===== src/design/ksft_pkg.sv =====
`timescale 1ns / 1ps

package ksft_pkg;

  // Key FIFO geometry.
  localparam int FIFO_DEPTH = 16;
  localparam int FIFO_AW    = (FIFO_DEPTH > 1) ? $clog2(FIFO_DEPTH) : 1;
  localparam int FIFO_CW    = $clog2(FIFO_DEPTH + 1);

  // Set-1 make codes of the keys that the translator handles itself.
  localparam logic [6:0] KEY_LSHIFT = 7'h2A;
  localparam logic [6:0] KEY_RSHIFT = 7'h36;
  localparam logic [6:0] KEY_ALT    = 7'h38;
  localparam logic [6:0] KEY_CAPS   = 7'h3A;
  localparam logic [6:0] KEY_NUM    = 7'h45;
  localparam logic [6:0] KEY_SCROLL = 7'h46;

  // Lock flag and LED bit positions.
  localparam logic [2:0] LOCK_SCROLL = 3'b001;
  localparam logic [2:0] LOCK_NUM    = 3'b010;
  localparam logic [2:0] LOCK_CAPS   = 3'b100;

  // Terminal switch requests.
  localparam logic [1:0] SW_NONE   = 2'd0;
  localparam logic [1:0] SW_NEXT   = 2'd1;
  localparam logic [1:0] SW_KERNEL = 2'd2;

  localparam logic [7:0] CHAR_NONE = 8'hFF;

  typedef struct packed {
    logic       push;
    logic       pop;
    logic       clear;
    logic [7:0] wdata;
  } fifo_op_t;

  typedef struct packed {
    logic               empty;
    logic               full;
    logic [7:0]         rd_data;
    logic [FIFO_CW-1:0] count_nxt;
  } fifo_stat_t;

  typedef struct packed {
    logic [7:0] key_char;
    logic       key_valid;
    logic [2:0] led_bits;
    logic       led_update;
    logic [1:0] switch_request;
  } key_res_t;

  // Key map: [31:24] normal, [23:16] shifted, [15:8] caps, [7:0] numpad.
  function automatic logic [31:0] key_map(input logic [6:0] code);
    logic [31:0] w;
    case (code)
      7'h02: w = 32'h31210000;  7'h03: w = 32'h32400000;
      7'h04: w = 32'h33230000;  7'h05: w = 32'h34240000;
      7'h06: w = 32'h35250000;  7'h07: w = 32'h365e0000;
      7'h08: w = 32'h37260000;  7'h09: w = 32'h382a0000;
      7'h0A: w = 32'h39280000;  7'h0B: w = 32'h30290000;
      7'h0C: w = 32'h2d5f0000;  7'h0D: w = 32'h3d2b0000;
      7'h10: w = 32'h71515100;  7'h11: w = 32'h77575700;
      7'h12: w = 32'h65454500;  7'h13: w = 32'h72525200;
      7'h14: w = 32'h74545400;  7'h15: w = 32'h79595900;
      7'h16: w = 32'h75555500;  7'h17: w = 32'h69494900;
      7'h18: w = 32'h6f4f4f00;  7'h19: w = 32'h70505000;
      7'h1A: w = 32'h5b7b0000;  7'h1B: w = 32'h5d7d0000;
      7'h1C: w = 32'h0d0d0d0d;  7'h1E: w = 32'h61414100;
      7'h1F: w = 32'h73535300;  7'h20: w = 32'h64444400;
      7'h21: w = 32'h66464600;  7'h22: w = 32'h67474700;
      7'h23: w = 32'h68484800;  7'h24: w = 32'h6a4a4a00;
      7'h25: w = 32'h6b4b4b00;  7'h26: w = 32'h6c4c4c00;
      7'h27: w = 32'h3b3a0000;  7'h28: w = 32'h27220000;
      7'h29: w = 32'h607e0000;  7'h2B: w = 32'h5c7c0000;
      7'h2C: w = 32'h7a5a5a00;  7'h2D: w = 32'h78585800;
      7'h2E: w = 32'h63434300;  7'h2F: w = 32'h76565600;
      7'h30: w = 32'h62424200;  7'h31: w = 32'h6e4e4e00;
      7'h32: w = 32'h6d4d4d00;  7'h33: w = 32'h2c3c0000;
      7'h34: w = 32'h2e3e0000;  7'h35: w = 32'h2f3f0000;
      7'h39: w = 32'h20202020;  7'h47: w = 32'h00000037;
      7'h48: w = 32'h00000038;  7'h49: w = 32'h00000039;
      7'h4A: w = 32'h2d2d2d2d;  7'h4B: w = 32'h00000034;
      7'h4C: w = 32'h00000035;  7'h4D: w = 32'h00000036;
      7'h4E: w = 32'h2b2b2b2b;  7'h4F: w = 32'h00000031;
      7'h50: w = 32'h00000032;  7'h51: w = 32'h00000033;
      7'h52: w = 32'h00000030;  7'h53: w = 32'h0000002e;
      default: w = 32'h00000000;
    endcase
    return w;
  endfunction

  // Any shift wins; otherwise caps and then num lock may override the normal byte.
  function automatic logic [7:0] translate(input logic [6:0] code, input logic [1:0] shift,
                                           input logic [2:0] locks);
    logic [31:0] w;
    logic [7:0]  ch;
    w  = key_map(code);
    ch = w[31:24];
    if (shift != 2'b00) begin
      ch = w[23:16];
    end else begin
      if ((w[15:8] != 8'h00) && ((locks & LOCK_CAPS) != 3'b000)) begin
        ch = w[15:8];
      end
      if ((w[7:0] != 8'h00) && ((locks & LOCK_NUM) != 3'b000)) begin
        ch = w[7:0];
      end
    end
    return ch;
  endfunction

endpackage


===== src/design/keyboard_scancode_translator_fifo_core.sv =====
`timescale 1ns / 1ps

// Set-1 keyboard scan code translator with a 16-byte key FIFO.
// Input channel: in_tdata carries a scan code, in_tuser says what the request
// is (0 = a scan code arrives, 1 = read one key from the FIFO). Every request
// produces exactly one result on the output channel, in order.
// A scan code press updates alt, shift and lock flags, or is translated to a
// byte and queued (dropped when the FIFO is full). Alt with a shift key asks
// for a terminal switch and empties the FIFO. A read returns the oldest byte,
// or 0xFF with key_valid low when the FIFO is empty.
// A request is captured in an input register, then decoded, translated and
// applied to the state in a single pass into the result register, which loads
// whenever it is empty or its result is being taken. Throughput is one request
// per cycle while the receiver keeps taking results, set by the lookup and FIFO
// update path between the two registers. If the receiver stalls, the result
// register holds; the input register can still take one more request, after
// which in_tready drops until the result is taken. Reset clears all flags and
// the FIFO pointers; the FIFO contents themselves are not cleared, since the
// count makes stale entries unreachable.
module keyboard_scancode_translator_fifo_core (
  input  logic        clk,
  input  logic        rst_n,
  input  logic        in_tvalid,
  output logic        in_tready,
  input  logic [7:0]  in_tdata,   // [7:0] key_code
  input  logic        in_tuser,   // [0] action
  output logic        out_tvalid,
  input  logic        out_tready,
  // [7:0] key_char, [8] key_valid, [11:9] led_bits, [12] led_update,
  // [14:13] switch_request, [19:15] keys_waiting, [23:20] zero
  output logic [23:0] out_tdata
);

  logic       s1_valid_r;
  logic       s1_action_r;
  logic [7:0] s1_code_r;
  logic       out_valid_r;
  logic [23:0] out_data_r, out_data_nxt;

  logic out_advance;
  logic fire;

  ksft_pkg::fifo_op_t   fifo_op;
  ksft_pkg::fifo_stat_t fifo_stat;
  ksft_pkg::key_res_t   res;

  // The result register moves whenever it is empty or being taken; the input
  // register hands its request on in the same cycle, so the pipe never bubbles.
  assign out_advance = !out_valid_r || out_tready;
  assign fire        = s1_valid_r && out_advance;
  assign in_tready   = !s1_valid_r || fire;

  always_ff @(posedge clk) begin
    if (!rst_n) begin
      s1_valid_r <= 1'b0;
    end else if (in_tvalid && in_tready) begin
      s1_valid_r <= 1'b1;
    end else if (fire) begin
      s1_valid_r <= 1'b0;
    end
  end

  always_ff @(posedge clk) begin
    if (in_tvalid && in_tready) begin
      s1_action_r <= in_tuser;
      s1_code_r   <= in_tdata;
    end
  end

  ksft_decode u_decode (
    .clk       (clk),
    .rst_n     (rst_n),
    .fire      (fire),
    .action    (s1_action_r),
    .key_code  (s1_code_r),
    .stat      (fifo_stat),
    .op        (fifo_op),
    .res       (res)
  );

  ksft_fifo u_fifo (
    .clk   (clk),
    .rst_n (rst_n),
    .op    (fifo_op),
    .stat  (fifo_stat)
  );

  assign out_data_nxt = {4'b0000, 5'(fifo_stat.count_nxt), res.switch_request,
                         res.led_update, res.led_bits, res.key_valid, res.key_char};

  always_ff @(posedge clk) begin
    if (!rst_n) begin
      out_valid_r <= 1'b0;
    end else if (out_advance) begin
      out_valid_r <= s1_valid_r;
    end
  end

  always_ff @(posedge clk) begin
    if (fire) begin
      out_data_r <= out_data_nxt;
    end
  end

  assign out_tvalid = out_valid_r;
  assign out_tdata  = out_data_r;

  // The queue never reports more bytes than it can hold.
  a_count_bound: assert property (@(posedge clk) disable iff (!rst_n)
    out_tvalid |-> (out_tdata[19:15] <= 5'(ksft_pkg::FIFO_DEPTH)))
    else $error("keys_waiting exceeds FIFO depth");

  // A terminal switch always leaves the FIFO empty.
  a_switch_clears: assert property (@(posedge clk) disable iff (!rst_n)
    (out_tvalid && (out_tdata[14:13] != ksft_pkg::SW_NONE)) |-> (out_tdata[19:15] == 5'd0))
    else $error("switch request left keys in the FIFO");

  // A successful read neither switches terminals nor touches the LEDs.
  a_read_only: assert property (@(posedge clk) disable iff (!rst_n)
    (out_tvalid && out_tdata[8]) |-> (out_tdata[14:13] == ksft_pkg::SW_NONE && !out_tdata[12]))
    else $error("read result carries a lock or switch event");

  // A request that moves into the result stage always leaves a valid result.
  a_fire_valid: assert property (@(posedge clk) disable iff (!rst_n)
    fire |=> out_valid_r)
    else $error("processed request produced no result");

endmodule


===== src/design/ksft_fifo.sv =====
`timescale 1ns / 1ps

module ksft_fifo (
  input  logic                  clk,
  input  logic                  rst_n,
  input  ksft_pkg::fifo_op_t    op,
  output ksft_pkg::fifo_stat_t  stat
);

  localparam int AW = ksft_pkg::FIFO_AW;
  localparam int CW = ksft_pkg::FIFO_CW;
  localparam int DEPTH = ksft_pkg::FIFO_DEPTH;

  logic [7:0]    store_r [DEPTH];
  logic [AW-1:0] head_r, head_nxt;
  logic [AW-1:0] tail_r, tail_nxt;
  logic [CW-1:0] count_r, count_nxt;

  // Pointers wrap explicitly so any depth works, not only powers of two.
  always_comb begin
    head_nxt  = head_r;
    tail_nxt  = tail_r;
    count_nxt = count_r;
    if (op.clear) begin
      head_nxt  = '0;
      tail_nxt  = '0;
      count_nxt = '0;
    end else if (op.push) begin
      head_nxt  = (head_r == AW'(DEPTH - 1)) ? '0 : head_r + AW'(1);
      count_nxt = count_r + CW'(1);
    end else if (op.pop) begin
      tail_nxt  = (tail_r == AW'(DEPTH - 1)) ? '0 : tail_r + AW'(1);
      count_nxt = count_r - CW'(1);
    end
  end

  always_ff @(posedge clk) begin
    if (!rst_n) begin
      head_r  <= '0;
      tail_r  <= '0;
      count_r <= '0;
    end else begin
      head_r  <= head_nxt;
      tail_r  <= tail_nxt;
      count_r <= count_nxt;
    end
  end

  always_ff @(posedge clk) begin
    if (op.push && !op.clear) begin
      store_r[head_r] <= op.wdata;
    end
  end

  assign stat.empty     = (count_r == '0);
  assign stat.full      = (count_r == CW'(DEPTH));
  assign stat.rd_data   = store_r[tail_r];
  assign stat.count_nxt = count_nxt;

endmodule


===== src/design/ksft_decode.sv =====
`timescale 1ns / 1ps

module ksft_decode (
  input  logic                  clk,
  input  logic                  rst_n,
  input  logic                  fire,
  input  logic                  action,
  input  logic [7:0]            key_code,
  input  ksft_pkg::fifo_stat_t  stat,
  output ksft_pkg::fifo_op_t    op,
  output ksft_pkg::key_res_t    res
);

  logic       alt_r, alt_nxt;
  logic [1:0] shift_r, shift_nxt;
  logic [2:0] lock_r, lock_nxt;
  logic [2:0] down_r, down_nxt;
  ksft_pkg::fifo_op_t op_raw;

  function automatic logic [2:0] lock_sel(input logic [6:0] code);
    logic [2:0] sel;
    case (code)
      ksft_pkg::KEY_CAPS:   sel = ksft_pkg::LOCK_CAPS;
      ksft_pkg::KEY_NUM:    sel = ksft_pkg::LOCK_NUM;
      ksft_pkg::KEY_SCROLL: sel = ksft_pkg::LOCK_SCROLL;
      default:              sel = 3'b000;
    endcase
    return sel;
  endfunction

  always_comb begin
    alt_nxt   = alt_r;
    shift_nxt = shift_r;
    lock_nxt  = lock_r;
    down_nxt  = down_r;
    op_raw    = '0;
    res       = '0;
    res.key_char       = ksft_pkg::CHAR_NONE;
    res.switch_request = ksft_pkg::SW_NONE;

    if (action) begin
      if (!stat.empty) begin
        op_raw.pop    = 1'b1;
        res.key_char  = stat.rd_data;
        res.key_valid = 1'b1;
      end
    end else if (!key_code[7]) begin
      case (key_code[6:0])
        ksft_pkg::KEY_LSHIFT: begin
          if (alt_r) begin
            res.switch_request = ksft_pkg::SW_NEXT;
            op_raw.clear       = 1'b1;
          end else begin
            shift_nxt[0] = 1'b1;
          end
        end
        ksft_pkg::KEY_RSHIFT: begin
          if (alt_r) begin
            res.switch_request = ksft_pkg::SW_KERNEL;
            op_raw.clear       = 1'b1;
          end else begin
            shift_nxt[1] = 1'b1;
          end
        end
        ksft_pkg::KEY_ALT: alt_nxt = 1'b1;
        ksft_pkg::KEY_CAPS, ksft_pkg::KEY_NUM, ksft_pkg::KEY_SCROLL: begin
          // Toggle once per press; auto-repeat while held is ignored.
          if ((down_r & lock_sel(key_code[6:0])) == 3'b000) begin
            lock_nxt       = lock_r ^ lock_sel(key_code[6:0]);
            down_nxt       = down_r | lock_sel(key_code[6:0]);
            res.led_update = 1'b1;
          end
        end
        default: begin
          if (!stat.full) begin
            op_raw.push  = 1'b1;
            op_raw.wdata = ksft_pkg::translate(key_code[6:0], shift_r, lock_r);
          end
        end
      endcase
    end else begin
      case (key_code[6:0])
        ksft_pkg::KEY_ALT:    alt_nxt = 1'b0;
        ksft_pkg::KEY_LSHIFT: shift_nxt[0] = 1'b0;
        ksft_pkg::KEY_RSHIFT: shift_nxt[1] = 1'b0;
        ksft_pkg::KEY_CAPS, ksft_pkg::KEY_NUM, ksft_pkg::KEY_SCROLL: begin
          down_nxt = down_r & ~lock_sel(key_code[6:0]);
        end
        default: ;
      endcase
    end
    res.led_bits = lock_nxt;
  end

  assign op.push  = op_raw.push & fire;
  assign op.pop   = op_raw.pop & fire;
  assign op.clear = op_raw.clear & fire;
  assign op.wdata = op_raw.wdata;

  always_ff @(posedge clk) begin
    if (!rst_n) begin
      alt_r   <= 1'b0;
      shift_r <= 2'b00;
      lock_r  <= 3'b000;
      down_r  <= 3'b000;
    end else if (fire) begin
      alt_r   <= alt_nxt;
      shift_r <= shift_nxt;
      lock_r  <= lock_nxt;
      down_r  <= down_nxt;
    end
  end

endmodule


===== config.mk =====
export PLATFORM = sky130hd
export DESIGN_NAME = keyboard_scancode_translator_fifo_core
export DESIGN_NICKNAME = d
export VERILOG_FILES = /design/src/design/ksft_pkg.sv /design/src/design/keyboard_scancode_translator_fifo_core.sv /design/src/design/ksft_fifo.sv /design/src/design/ksft_decode.sv
export SDC_FILE = /design/constraint.sdc
export NUM_CORES = 1
export LEC_CHECK = 0
export ABC_AREA = 1
export ABC_CLOCK_PERIOD_IN_PS = 4000
export BUFFER_PORTS_ARGS = -buffer_cell sky130_fd_sc_hd__buf_2
export CORE_MARGIN = 5
export CORE_UTILIZATION = 65
export CTS_CLUSTER_DIAMETER = 120
export CTS_CLUSTER_SIZE = 20
export DETAILED_ROUTE_END_ITERATION = 8
export PLACE_DENSITY = 0.89
export SYNTH_ARGS = -nofsm -noshare
export SYNTH_HDL_FRONTEND = slang
export SYNTH_MEMORY_MAX_BITS = 65536
export SYNTH_SLANG_ARGS = --single-unit

===== constraint.sdc =====
create_clock -name clk -period 4 [get_ports clk]
set_input_delay 0.2 -clock clk [delete_from_list [all_inputs] [get_ports clk]]
set_output_delay 0.2 -clock clk [all_outputs]
set_load 0.01 [all_outputs]

==> run metrics, run 1 <==
type of the most critical hold path in -> reg; Mapped Cells 1,044; final max-slew violation count 0; via count 7,884; startpoint kind of the worst setup timing path flip-flop; number of buffers inserted by post-CTS setup repair 0; Post-DP HPWL 16.88 mm; Peak VDD IR 301.6 µV; sink count of the clock tree 192; final worst clock skew 11.21 ps; Max Freq 349.9 MHz; Worst EP required 4060 ps; R2R cell count 7; Post-CTS Hold Fix Bufs 9; detailed-route wire length per cell 19.35 µm; fraction of synthesized cell area in xor and xnor cells 0.9253%; unrepaired setup endpoints after global routing false; signal arrival time at the worst endpoint 2920 ps; type of element capturing the critical path flip-flop; floorplan die area 17,080 µm²; clock transition at the register clock pins on the worst setup and hold paths after CTS 70 ps; number of distinct standard cells referenced by the synthesized netlist 46; length of routed wiring on met1 8.694 mm; GRT Resource Usage Total 30.25%; share of synthesized area spent on multiplexers 0%; buffer type at the clock tree root sky130_fd_sc_hd__clkbuf_16; prevailing post-synth register cell sky130_fd_sc_hd__edfxtp_1; layout-stage area growth over the synthesis result 9.663%; dominant combinational cell family by area after synthesis simple AND/OR/NAND/NOR gates; vias in the first global route 7,614; antenna violation net count after detailed routing 0; routed wl met3 2.379 mm; Die X 130.7 µm; power density over the cells 424.7 nW/µm²; Die Ht 130.7 µm; type of the worst setup path reg -> reg; count of flip-flops with a built-in enable after synthesis 141; std cell rows 44; register area share after synthesis 55.52%; top routing layer in use met4; TritonCTS clock tree yes; fraction of the mapped netlist area in simple logic gates 24.10%; detailed-router iteration count before antenna repair 6; Hold Path Cell Cnt 3; Yosys warnings 0; share of final-layout standard cells stronger than drive strength 1 11.66%; final clock period utilization by the worst path 71.44%; met2 WL post-DR 12.32 mm; final net count 1,110; share of synthesized registers carrying an async set or reset 0%; clock period minus final worst setup slack 2858 ps; adder and majority gate portion of the synthesized area 2.776%; level count of the clock H-tree 4; Leak Pwr 0.004242 µW; Initial Util 65.62%; antenna violations before repair 0; clock buffer depth 2; drc violations 0; highest net fanout along the worst path 12; placeable core area 14,420 µm²; Final Wtd Congestion 1.013; clock network latency to the later pin of the worst-skew pair 430 ps; routed via count divided by cell count 6.193; result of the run finished, final reports clean; Worst-Margin Slew 1086 ps; count of input and output buffers 34; antenna diode count 0; post-synthesis register bit count 192; maximum number of pins on one net before global-route repair 59; hold violation count in the final report 0; average cell area after synthesis 9.066 µm²; summed negative setup slack over all endpoints 0 ps; Slew HR 27.33%; fraction of the mapped netlist area in compound gates 10.63%; Post-Route WL 24.63 mm; residual overflow from global routing 0; number of DRC markers in iteration 0 922; final-layout worst hold slack 50.48 ps; final count of negative-setup-slack endpoints 0; max-cap violation count 0; I/O pin count 39; area of the mapped netlist 9465 µm²; Resized Gates After CTS 0; first-pass GRT wire length 39.37 mm; TritonCTS buffer count 17
==> power breakdown <==
part           switching [µW]  internal [µW]
registers                32.9           2200
logic                     402            164
clock network             741            868
==> Yosys cell counts, types with 2 or more instances <==
cell | instances | area (µm²)
sky130_fd_sc_hd__nand3_1 | 90 | 450.4
sky130_fd_sc_hd__o21ai_2 | 2 | 17.52
sky130_fd_sc_hd__o22ai_1 | 18 | 112.6
sky130_fd_sc_hd__dfxtp_1 | 51 | 1021
sky130_fd_sc_hd__nor3_1 | 9 | 45.04
sky130_fd_sc_hd__inv_1 | 78 | 292.8
sky130_fd_sc_hd__o21ai_1 | 8 | 40.04
sky130_fd_sc_hd__buf_6 | 3 | 33.78
sky130_fd_sc_hd__xor2_1 | 8 | 70.07
sky130_fd_sc_hd__o211ai_1 | 11 | 82.58
sky130_fd_sc_hd__inv_2 | 9 | 33.78
sky130_fd_sc_hd__buf_4 | 10 | 75.07
sky130_fd_sc_hd__nand2_2 | 13 | 81.33
sky130_fd_sc_hd__clkbuf_1 | 24 | 90.09
sky130_fd_sc_hd__a21oi_1 | 31 | 155.2
sky130_fd_sc_hd__a21boi_0 | 2 | 15.01
sky130_fd_sc_hd__o21ai_0 | 78 | 390.4
sky130_fd_sc_hd__nand4_1 | 16 | 100.1
sky130_fd_sc_hd__a211oi_1 | 2 | 15.01
sky130_fd_sc_hd__ha_1 | 21 | 262.8
sky130_fd_sc_hd__o221ai_1 | 12 | 105.1
sky130_fd_sc_hd__nand3b_1 | 4 | 30.03
sky130_fd_sc_hd__buf_2 | 8 | 40.04
sky130_fd_sc_hd__edfxtp_1 | 141 | 4234
sky130_fd_sc_hd__nor2_2 | 14 | 87.58
sky130_fd_sc_hd__nand2_4 | 2 | 22.52
sky130_fd_sc_hd__nor2_1 | 123 | 461.7
sky130_fd_sc_hd__xnor2_1 | 2 | 17.52
sky130_fd_sc_hd__nand3_2 | 6 | 60.06
sky130_fd_sc_hd__a31oi_1 | 5 | 31.28
sky130_fd_sc_hd__nand2_1 | 228 | 855.8
==> final cells by class <==
cell class	count	area, µm²
Sequential cell	192	5255
Fill cell	1032	4044
Tap cell	184	230.2
Multi-Input combinational cell	722	3652
Clock buffer	18	429.2
Timing Repair Buffer	55	350.3
Inverter	88	330.3
Clock inverter	14	132.6
==> through the flow <==
step                area, µm²  utilization, %  power [µW]  std cells  setup slack (ps)
floorplan                9477               -        2654       1047              1640
global placement         9728           67.44        2802       1232              1412
detailed placement       9728           67.44        2810       1232              1227
CTS                     10380           71.96        4390       1273              1186
global route            10380           71.96        4568       1273             961.1
finish                  10380           71.96        4408       1273              1142
==> path summary, 6_finish.rpt <==
path | startpoint | endpoint | slack, ps
min reg2reg | u_decode.shift_r[1]$_SDFFE_PN0P_ | u_decode.shift_r[1]$_SDFFE_PN0P_ | 450
max | s1_action_r$_DFFE_PN_ | u_fifo.store_r[11][6]$_DFFE_PP_ | 1140
max reg2reg | s1_action_r$_DFFE_PN_ | u_fifo.store_r[11][6]$_DFFE_PP_ | 1140
min | rst_n | flip-flop | 50
==> per-layer routing <==
metal / vias to the layer above / track usage, %
li1: 3637 / -
met1: 3569 / 36.89
met4: 0 / 15.00
met2: 560 / 51.70
met3: 118 / 5.732
met5: - / 0
==> layout by cell type, fill, tap and decap left out, types with 5 or more instances in the layout <==
cell / instances
sky130_fd_sc_hd__ha_1: 21
sky130_fd_sc_hd__nand3_1: 90
sky130_fd_sc_hd__inv_2: 9
sky130_fd_sc_hd__edfxtp_1: 141
sky130_fd_sc_hd__nand2_1: 228
sky130_fd_sc_hd__nor2_1: 123
sky130_fd_sc_hd__o21ai_1: 8
sky130_fd_sc_hd__nand3_2: 6
sky130_fd_sc_hd__xor2_1: 8
sky130_fd_sc_hd__a21oi_1: 31
sky130_fd_sc_hd__nand4_1: 16
sky130_fd_sc_hd__dlygate4sd3_1: 9
sky130_fd_sc_hd__nor2_2: 14
sky130_fd_sc_hd__o21ai_0: 78
sky130_fd_sc_hd__nand2_2: 13
sky130_fd_sc_hd__clkbuf_16: 17
sky130_fd_sc_hd__o221ai_1: 12
sky130_fd_sc_hd__o22ai_1: 18
sky130_fd_sc_hd__buf_4: 12
sky130_fd_sc_hd__buf_2: 34
sky130_fd_sc_hd__o211ai_1: 11
sky130_fd_sc_hd__clkinv_4: 5
sky130_fd_sc_hd__dfxtp_1: 51
sky130_fd_sc_hd__nor3_1: 9
sky130_fd_sc_hd__inv_1: 78
sky130_fd_sc_hd__a31oi_1: 5
==> worst max-delay path: stages, from the launching register on <==
cell and delay (ps):
sky130_fd_sc_hd__edfxtp_1 480, sky130_fd_sc_hd__nor2_1 330, sky130_fd_sc_hd__nand2_1 160, sky130_fd_sc_hd__nor3_4 340, sky130_fd_sc_hd__nand3_4 260, sky130_fd_sc_hd__inv_2 170
sky130_fd_sc_hd__nand2_1 130, sky130_fd_sc_hd__nor2_1 610
==> cells by family after synthesis <==
group / Yosys count
other: 1
AND/OR/NAND/NOR: 513
adder cells (fa/ha/maj): 21
buffers and inverters: 133
XOR/XNOR: 10
flip-flops: 192
AO/OA/AOI/OAI: 174
Power figures use the tool's default switching activity.
==> inputs of run 2 (changes only) <==
- ABC_CLOCK_PERIOD_IN_PS: 4000 -> 2900
- CORE_UTILIZATION: 65 -> 62
- PLACE_DENSITY: 0.89 -> 0.86
- clock period: 4 -> 2.9 ns (I/O delays scaled with it)
==> run 2 against run 1 <==
Compared with the run above:
- power up 40%
- die area up 4.5%
- flip-flop and latch count stayed put
- cell count is 2.7% higher
- global-route usage down 1.6 points
- register-to-register slack worse by 760 ps
- clock power grew 42%
==> run metrics, run 2 (synthesis results as in run 1) <==
routed via count divided by cell count 6.086 (-1.7%); detailed-route wire length per cell 19.20 µm (-0.79%); signal arrival time at the worst endpoint 2850 ps (-70 ps); maximum number of pins on one net before global-route repair 59 (unchanged); result of the run finished, final reports clean; Final Wtd Congestion 1.011 (-0.17%); TritonCTS clock tree yes; vias in the first global route 7,818 (+2.7%); cell area after placement 9951 µm² (+2.3%); launch point of the worst hold path out_tready; commonest cells after routing, fill and taps aside 228 x sky130_fd_sc_hd__nand2_1, 141 x sky130_fd_sc_hd__edfxtp_1, 123 x sky130_fd_sc_hd__nor2_1, 90 x sky130_fd_sc_hd__nand3_1; Slew HR 50.96% (+24 points); fillcell total 1,074 (+4.1%); share of final-layout standard cells stronger than drive strength 1 14.03% (+2.4 points); hold violation count in the final report 0 (unchanged); drc violations 0 (unchanged); type of the most critical hold path in -> reg; final clock period utilization by the worst path 86.78% (+15 points); highest net fanout along the worst path 18 (+6); level count of the clock H-tree 4 (unchanged); layout-stage area growth over the synthesis result 12.28%; I/O pin count 39 (unchanged); final count of negative-setup-slack endpoints 0 (unchanged); buffer type at the clock tree root sky130_fd_sc_hd__clkbuf_16; worst reg2reg path startpoint out_tvalid$_SDFFE_PN0P_; clock buffer depth 2 (unchanged); residual overflow from global routing 0 (unchanged); type of the worst setup path reg -> reg; antenna violation net count after detailed routing 0 (unchanged); Post-CTS Hold Fix Bufs 10 (+1); worst setup path startpoint out_tvalid$_SDFFE_PN0P_; Leak Pwr 0.004401 µW (+3.8%); Post-Route WL 25.09 mm (+1.9%); Peak VDD IR 499.2 µV (+66%); Resized Gates After CTS 0 (unchanged); Post-DP HPWL 17.17 mm (+1.7%); antenna diode count 0 (unchanged); unrepaired setup endpoints after global routing false; number of DRC markers in iteration 0 825 (-11%); max-cap violation count 0 (unchanged); count of input and output buffers 34 (unchanged); std cell rows 45 (+2.3%); placeable core area 15,090 µm² (+4.6%); type of element capturing the critical path flip-flop; antenna violations before repair 0 (unchanged); area of the multi-input gates 3652 µm² (unchanged); sink count of the clock tree 192 (unchanged); Worst-Margin Slew 734.8 ps (-351.3 ps); Worst EP required 3240 ps (-820 ps); TritonCTS buffer count 17 (unchanged); sequential cell area 5255 µm² (unchanged); commonest non-fill, non-tap cell in the layout sky130_fd_sc_hd__nand2_1; Die X 133.6 µm (+2.2%); clock transition at the register clock pins on the worst setup and hold paths after CTS 70 ps (about the same); summed negative setup slack over all endpoints 0 ps (unchanged); Die Ht 133.6 µm (+2.2%); startpoint kind of the worst setup timing path flip-flop; post-route cell area 10,630 µm² (+2.4%); power density over the cells 580.0 nW/µm² (+37%); final worst clock skew 12.32 ps (+1.109 ps); Max Freq 397.4 MHz (+14%); number of buffers inserted by post-CTS setup repair 0 (unchanged); clock period minus final worst setup slack 2517 ps (-341.1 ps); Initial Util 62.73% (-2.9 points); via count 7,954 (+0.89%); worst hold path endpoint out_tvalid$_SDFFE_PN0P_; Hold Path Cell Cnt 4 (+1); floorplan die area 17,840 µm² (+4.5%); GRT Resource Usage Total 28.68% (-1.6 points); clock network latency to the later pin of the worst-skew pair 440 ps (about the same); register-to-register path setup slack 380 ps (-760 ps); final net count 1,140 (+2.7%); first-pass GRT wire length 40.08 mm (+1.8%); final max-slew violation count 0 (unchanged); detailed-router iteration count before antenna repair 5 (-1); R2R cell count 9 (+2)
[run 2: changes by cell type in the layout (fill, tap and decap cells not counted), sizes merged]
cell,previous run,this run
buf,46,75
clkinv,9,8
clkbuf,18,17
dlygate4sd3,9,10
inv,91,93
[run 2: through the flow]
stage / instances / hold WS, ps / utilization, % / setup WS [ps] / power, µW
6_report: 1307 / 19.49 / 70.43 / 383.4 / 6164
5_1_grt: 1307 / 63.45 / 70.43 / 141.8 / 6382
4_1_cts: 1307 / 22.17 / 70.43 / 445.7 / 6144
3_5_place_dp: 1265 / 331.4 / 65.95 / 464.7 / 3896
3_3_place_gp: 1265 / 322.3 / 65.95 / 488.8 / 3884
2_1_floorplan: 1047 / 243.9 / - / 540.1 / 3661
[run 2: how the worst max path moves through the flow]
stage,end,slack (ps),cells after the start
final,flip-flop,380,9
after global routing,flip-flop,140,11
after CTS,flip-flop,450,14
after detailed placement,flip-flop,460,14
after global placement,flip-flop,490,14
after floorplan,u_fifo.store_r[0][2]$_DFFE_PP_,540,7
[run 2: layout make-up]
class                   instances  area share (%)
flip-flops and latches        192           49.45
multi-input cells             722           34.37
repair buffers                 85           5.439
clock buffers                  17           4.003
inverters                      88           3.108
well taps                     188           2.213
clock inverters                15           1.425
[run 2: per-layer routing]
metal	GRT usage (%)	vias to the layer above	routed length, µm
met1	35.21	3640	9332
li1	-	3700	-
met3	5.551	109	2123
met5	0	-	0
met4	15.26	0	1315
met2	48.17	505	12320
[run 2: critical path, stage by stage (launching register included)]
cell and delay (ps):
sky130_fd_sc_hd__dfxtp_1 370, sky130_fd_sc_hd__nand3_2 240, sky130_fd_sc_hd__nand2_4 260, sky130_fd_sc_hd__nand2_1 70, sky130_fd_sc_hd__nand2_1 330, sky130_fd_sc_hd__ha_1 280
sky130_fd_sc_hd__nand2_1 200, sky130_fd_sc_hd__nor3_2 350, sky130_fd_sc_hd__a21oi_1 70, sky130_fd_sc_hd__a21boi_0 230
[run 2: where the power goes]
group / internal (µW) / switching, µW
clock network: 1210 / 1080
logic: 244 / 548
registers: 3030 / 44.6
total: 4490 / 1680
==> inputs of run 3 (changes only) <==
- ABC_AREA: 1 -> not set
- PLACE_DENSITY: 0.86 -> 0.8
==> run 3 against run 2 <==
Compared with the run above:
- register-to-register slack worse by 320 ps
- flip-flop and latch count unchanged
- clock skew up 4.2 ps
- cell count down 13%
- critical path type unchanged
- sequential power about the same
- fmax down 11%
- via count down 3.7%
==> run metrics, run 3 <==
highest net fanout along the worst path 7 (-11); residual overflow from global routing 0 (unchanged); worst setup path startpoint s1_code_r[7]$_DFFE_PN_; power after layout 6094 µW (-1.1%); Final Wtd Congestion 1.003 (-0.74%); std cell rows 46 (+2.2%); Leak Pwr 0.004010 µW (-8.9%); hold violation count in the final report 0 (unchanged); antenna violations before repair 0 (unchanged); Initial Util 62.62% (-0.11 points); detailed-route wire length per cell 24.72 µm (+29%); commonest cells after routing, fill and taps aside 141 x sky130_fd_sc_hd__edfxtp_1, 73 x sky130_fd_sc_hd__nand2_1, 62 x sky130_fd_sc_hd__buf_4, 50 x sky130_fd_sc_hd__dfxtp_1, 42 x sky130_fd_sc_hd__nor2_1; clock buffer depth 2 (unchanged); level count of the clock H-tree 4 (unchanged); count of flip-flops with a built-in enable after synthesis 141 (unchanged); TritonCTS clock tree yes; Max Freq 352.4 MHz (-11%); Die X 136.0 µm (+1.8%); Yosys warnings 0 (unchanged); launch point of the worst hold path in_tdata[0]; cell with the most instances after synthesis sky130_fd_sc_hd__edfxtp_1; routed via count divided by cell count 6.742 (+11%); register area share after synthesis 53.41% (-2.1 points); count of input and output buffers 34 (unchanged); layout-stage area growth over the synthesis result 13.06%; placeable core area 15,710 µm² (+4.1%); biggest area contributors in the synthesized netlist sky130_fd_sc_hd__edfxtp_1 43%, sky130_fd_sc_hd__dfxtp_1 10%, sky130_fd_sc_hd__mux4_2 8.0%; worst reg2reg path startpoint s1_code_r[7]$_DFFE_PN_; antenna diode count 0 (unchanged); area of the mapped netlist 9839 µm² (+4.0%); Post-Route WL 28.09 mm (+12%); Mapped Cells 838 (-20%); fin util 70.80% (+0.37 points); number of distinct standard cells referenced by the synthesized netlist 84 (+83%); clock period minus final worst setup slack 2838 ps (+321.3 ps); type of the worst setup path reg -> reg; via count 7,659 (-3.7%); final worst clock skew 16.53 ps (+4.204 ps); buffer type at the clock tree root sky130_fd_sc_hd__clkbuf_16; detailed-router iteration count before antenna repair 5 (unchanged); number of DRC markers in iteration 0 969 (+17%); final net count 941 (-17%); fraction of met1 tracks used by global routing 38.65% (+3.4 points); global-route met3 utilization 4.959% (-0.59 points); GR met2 Demand/Resource 53.95% (+5.8 points); power density over the cells 547.8 nW/µm² (-5.6%); leading area contributor after synthesis sky130_fd_sc_hd__edfxtp_1; most common library cells after synthesis 141 x sky130_fd_sc_hd__edfxtp_1, 73 x sky130_fd_sc_hd__nand2_1, 51 x sky130_fd_sc_hd__dfxtp_1; sink count of the clock tree 192 (unchanged); TritonCTS buffer count 17 (unchanged); clock transition at the register clock pins on the worst setup and hold paths after CTS 80 ps (about the same); max-cap violation count 0 (unchanged); share of synthesized registers carrying an async set or reset 0% (unchanged); average cell area after synthesis 11.74 µm² (+30%); Worst EP required 3030 ps (-210 ps); startpoint kind of the worst setup timing path flip-flop; Die Ht 136.0 µm (+1.8%); drc violations 0 (unchanged); final count of negative-setup-slack endpoints 0 (unchanged); Post-DP HPWL 20.38 mm (+19%); GRT Resource Usage Total 31.66% (+3.0 points); final max-slew violation count 0 (unchanged); result of the run finished, final reports clean; post-synthesis register bit count 192 (unchanged); type of element capturing the critical path flip-flop; antenna violation net count after detailed routing 0 (unchanged); final clock period utilization by the worst path 97.86% (+11 points); Peak VDD IR 429.7 µV (-14%); unrepaired setup endpoints after global routing false; Slew HR 38.89% (-12 points); clock network latency to the later pin of the worst-skew pair 440 ps (about the same); vias in the first global route 7,602 (-2.8%); floorplan die area 18,490 µm² (+3.6%); type of the most critical hold path in -> reg; Worst-Margin Slew 907.1 ps (+172.3 ps); most congested layer reported by global routing met2; summed negative setup slack over all endpoints 0 ps (unchanged); signal arrival time at the worst endpoint 2970 ps (+120 ps); share of the synthesized area in the top cell type 43.03% (-1.7 points); Non-Filler Instances 1,136 (-13%); prevailing post-synth register cell sky130_fd_sc_hd__edfxtp_1; Cell Count Post-Placement 1,098 (-13%); share of final-layout standard cells stronger than drive strength 1 22.17% (+8.1 points); I/O pin count 39 (unchanged); first-pass GRT wire length 43.49 mm (+8.5%); commonest non-fill, non-tap cell in the layout sky130_fd_sc_hd__edfxtp_1; maximum number of pins on one net before global-route repair 34 (-42%)
==> run 3: cell count changes after synthesis, moves of 14 or more <==
cell	before	now
sky130_fd_sc_hd__nand2b_1	0	15
sky130_fd_sc_hd__o21ai_0	78	40
sky130_fd_sc_hd__o22ai_1	18	3
sky130_fd_sc_hd__inv_1	78	21
sky130_fd_sc_hd__nor3_1	9	28
sky130_fd_sc_hd__mux4_2	0	35
sky130_fd_sc_hd__nor2_2	14	0
sky130_fd_sc_hd__and3_1	0	18
sky130_fd_sc_hd__nand2_1	228	73
sky130_fd_sc_hd__nand3_1	90	32
sky130_fd_sc_hd__nor2_1	123	42
==> run 3: worst max-delay path: stages, from the launching register on <==
cell                       delay [ps]
sky130_fd_sc_hd__edfxtp_1         490
sky130_fd_sc_hd__or2_2            380
sky130_fd_sc_hd__a31oi_1          220
sky130_fd_sc_hd__o211ai_1         300
sky130_fd_sc_hd__or4b_1           690
sky130_fd_sc_hd__nor3_2           220
sky130_fd_sc_hd__buf_4            230
==> run 3: per-layer routing <==
metal | part of all wire, % | vias to the layer above
li1 | - | 3345
met4 | 5.7 | 0
met5 | 0 | -
met2 | 51 | 490
met1 | 37 | 3719
met3 | 6.6 | 105
==> run 3: where the power goes <==
group / switching (µW) / internal [µW]
clock: 1120 / 1150
combinational: 489 / 283
sequential: 42.3 / 3010
==> run 3: cell families (layout without fill, tap and decap cells) <==
kind of cell | count (synthesis) | in the layout | synth area share (%)
simple gates | 292 | 292 | 15.72
other cells | 1 | 4 | 0.03811
compound gates | 191 | 191 | 13.77
fa+ha+maj | 21 | 21 | 2.670
flops | 192 | 192 | 53.41
buf+inv | 80 | 159 | 3.866
xor+xnor | 13 | 13 | 1.157
mux | 48 | 48 | 9.372
==> run 3: area by class of cell <==
cell class / count / area, µm²
flip-flops and latches: 192 / 5256
fillers: 1070 / 4588
multi-input cells: 569 / 4220
repair buffers: 102 / 705.7
clock buffers: 18 / 429.2
well taps: 216 / 270.3
clock inverters: 14 / 146.4
inverters: 25 / 96.34
==> run 3: metrics by stage <==
| step | worst slack [ps] | area, µm² | hold slack [ps] |
|---|---|---|---|
| 6_report | 62.06 | 11120 | 58.30 |
| 5_1_grt | 13.66 | 11120 | 40.66 |
| 4_1_cts | 98.92 | 11120 | 43.55 |
| 3_5_place_dp | 10.87 | 10490 | 323.8 |
| 3_3_place_gp | 165.8 | 10490 | 321.2 |
| 2_1_floorplan | 10.31 | 9851 | 243.9 |
==> run 3: path summary, 6_finish.rpt <==
kind                                                  endpoint  slack, ps  depth (start not counted)
worst max-delay path            u_fifo.store_r[7][1]$_DFFE_PP_         60                          6
worst min-delay path                    s1_code_r[0]$_DFFE_PN_         60                          1
worst max register to register  u_fifo.store_r[7][1]$_DFFE_PP_         60                          6
worst min register to register                       flip-flop        490                          2
==> run 3: what timing repair did <==
item	in CTS	in global routing
pin swaps	0	1
endpoints found under the setup margin	2	12
resized for setup	1	0
setup buffers	0	1
hold buffers	5	0
hold endpoints to repair	5	0
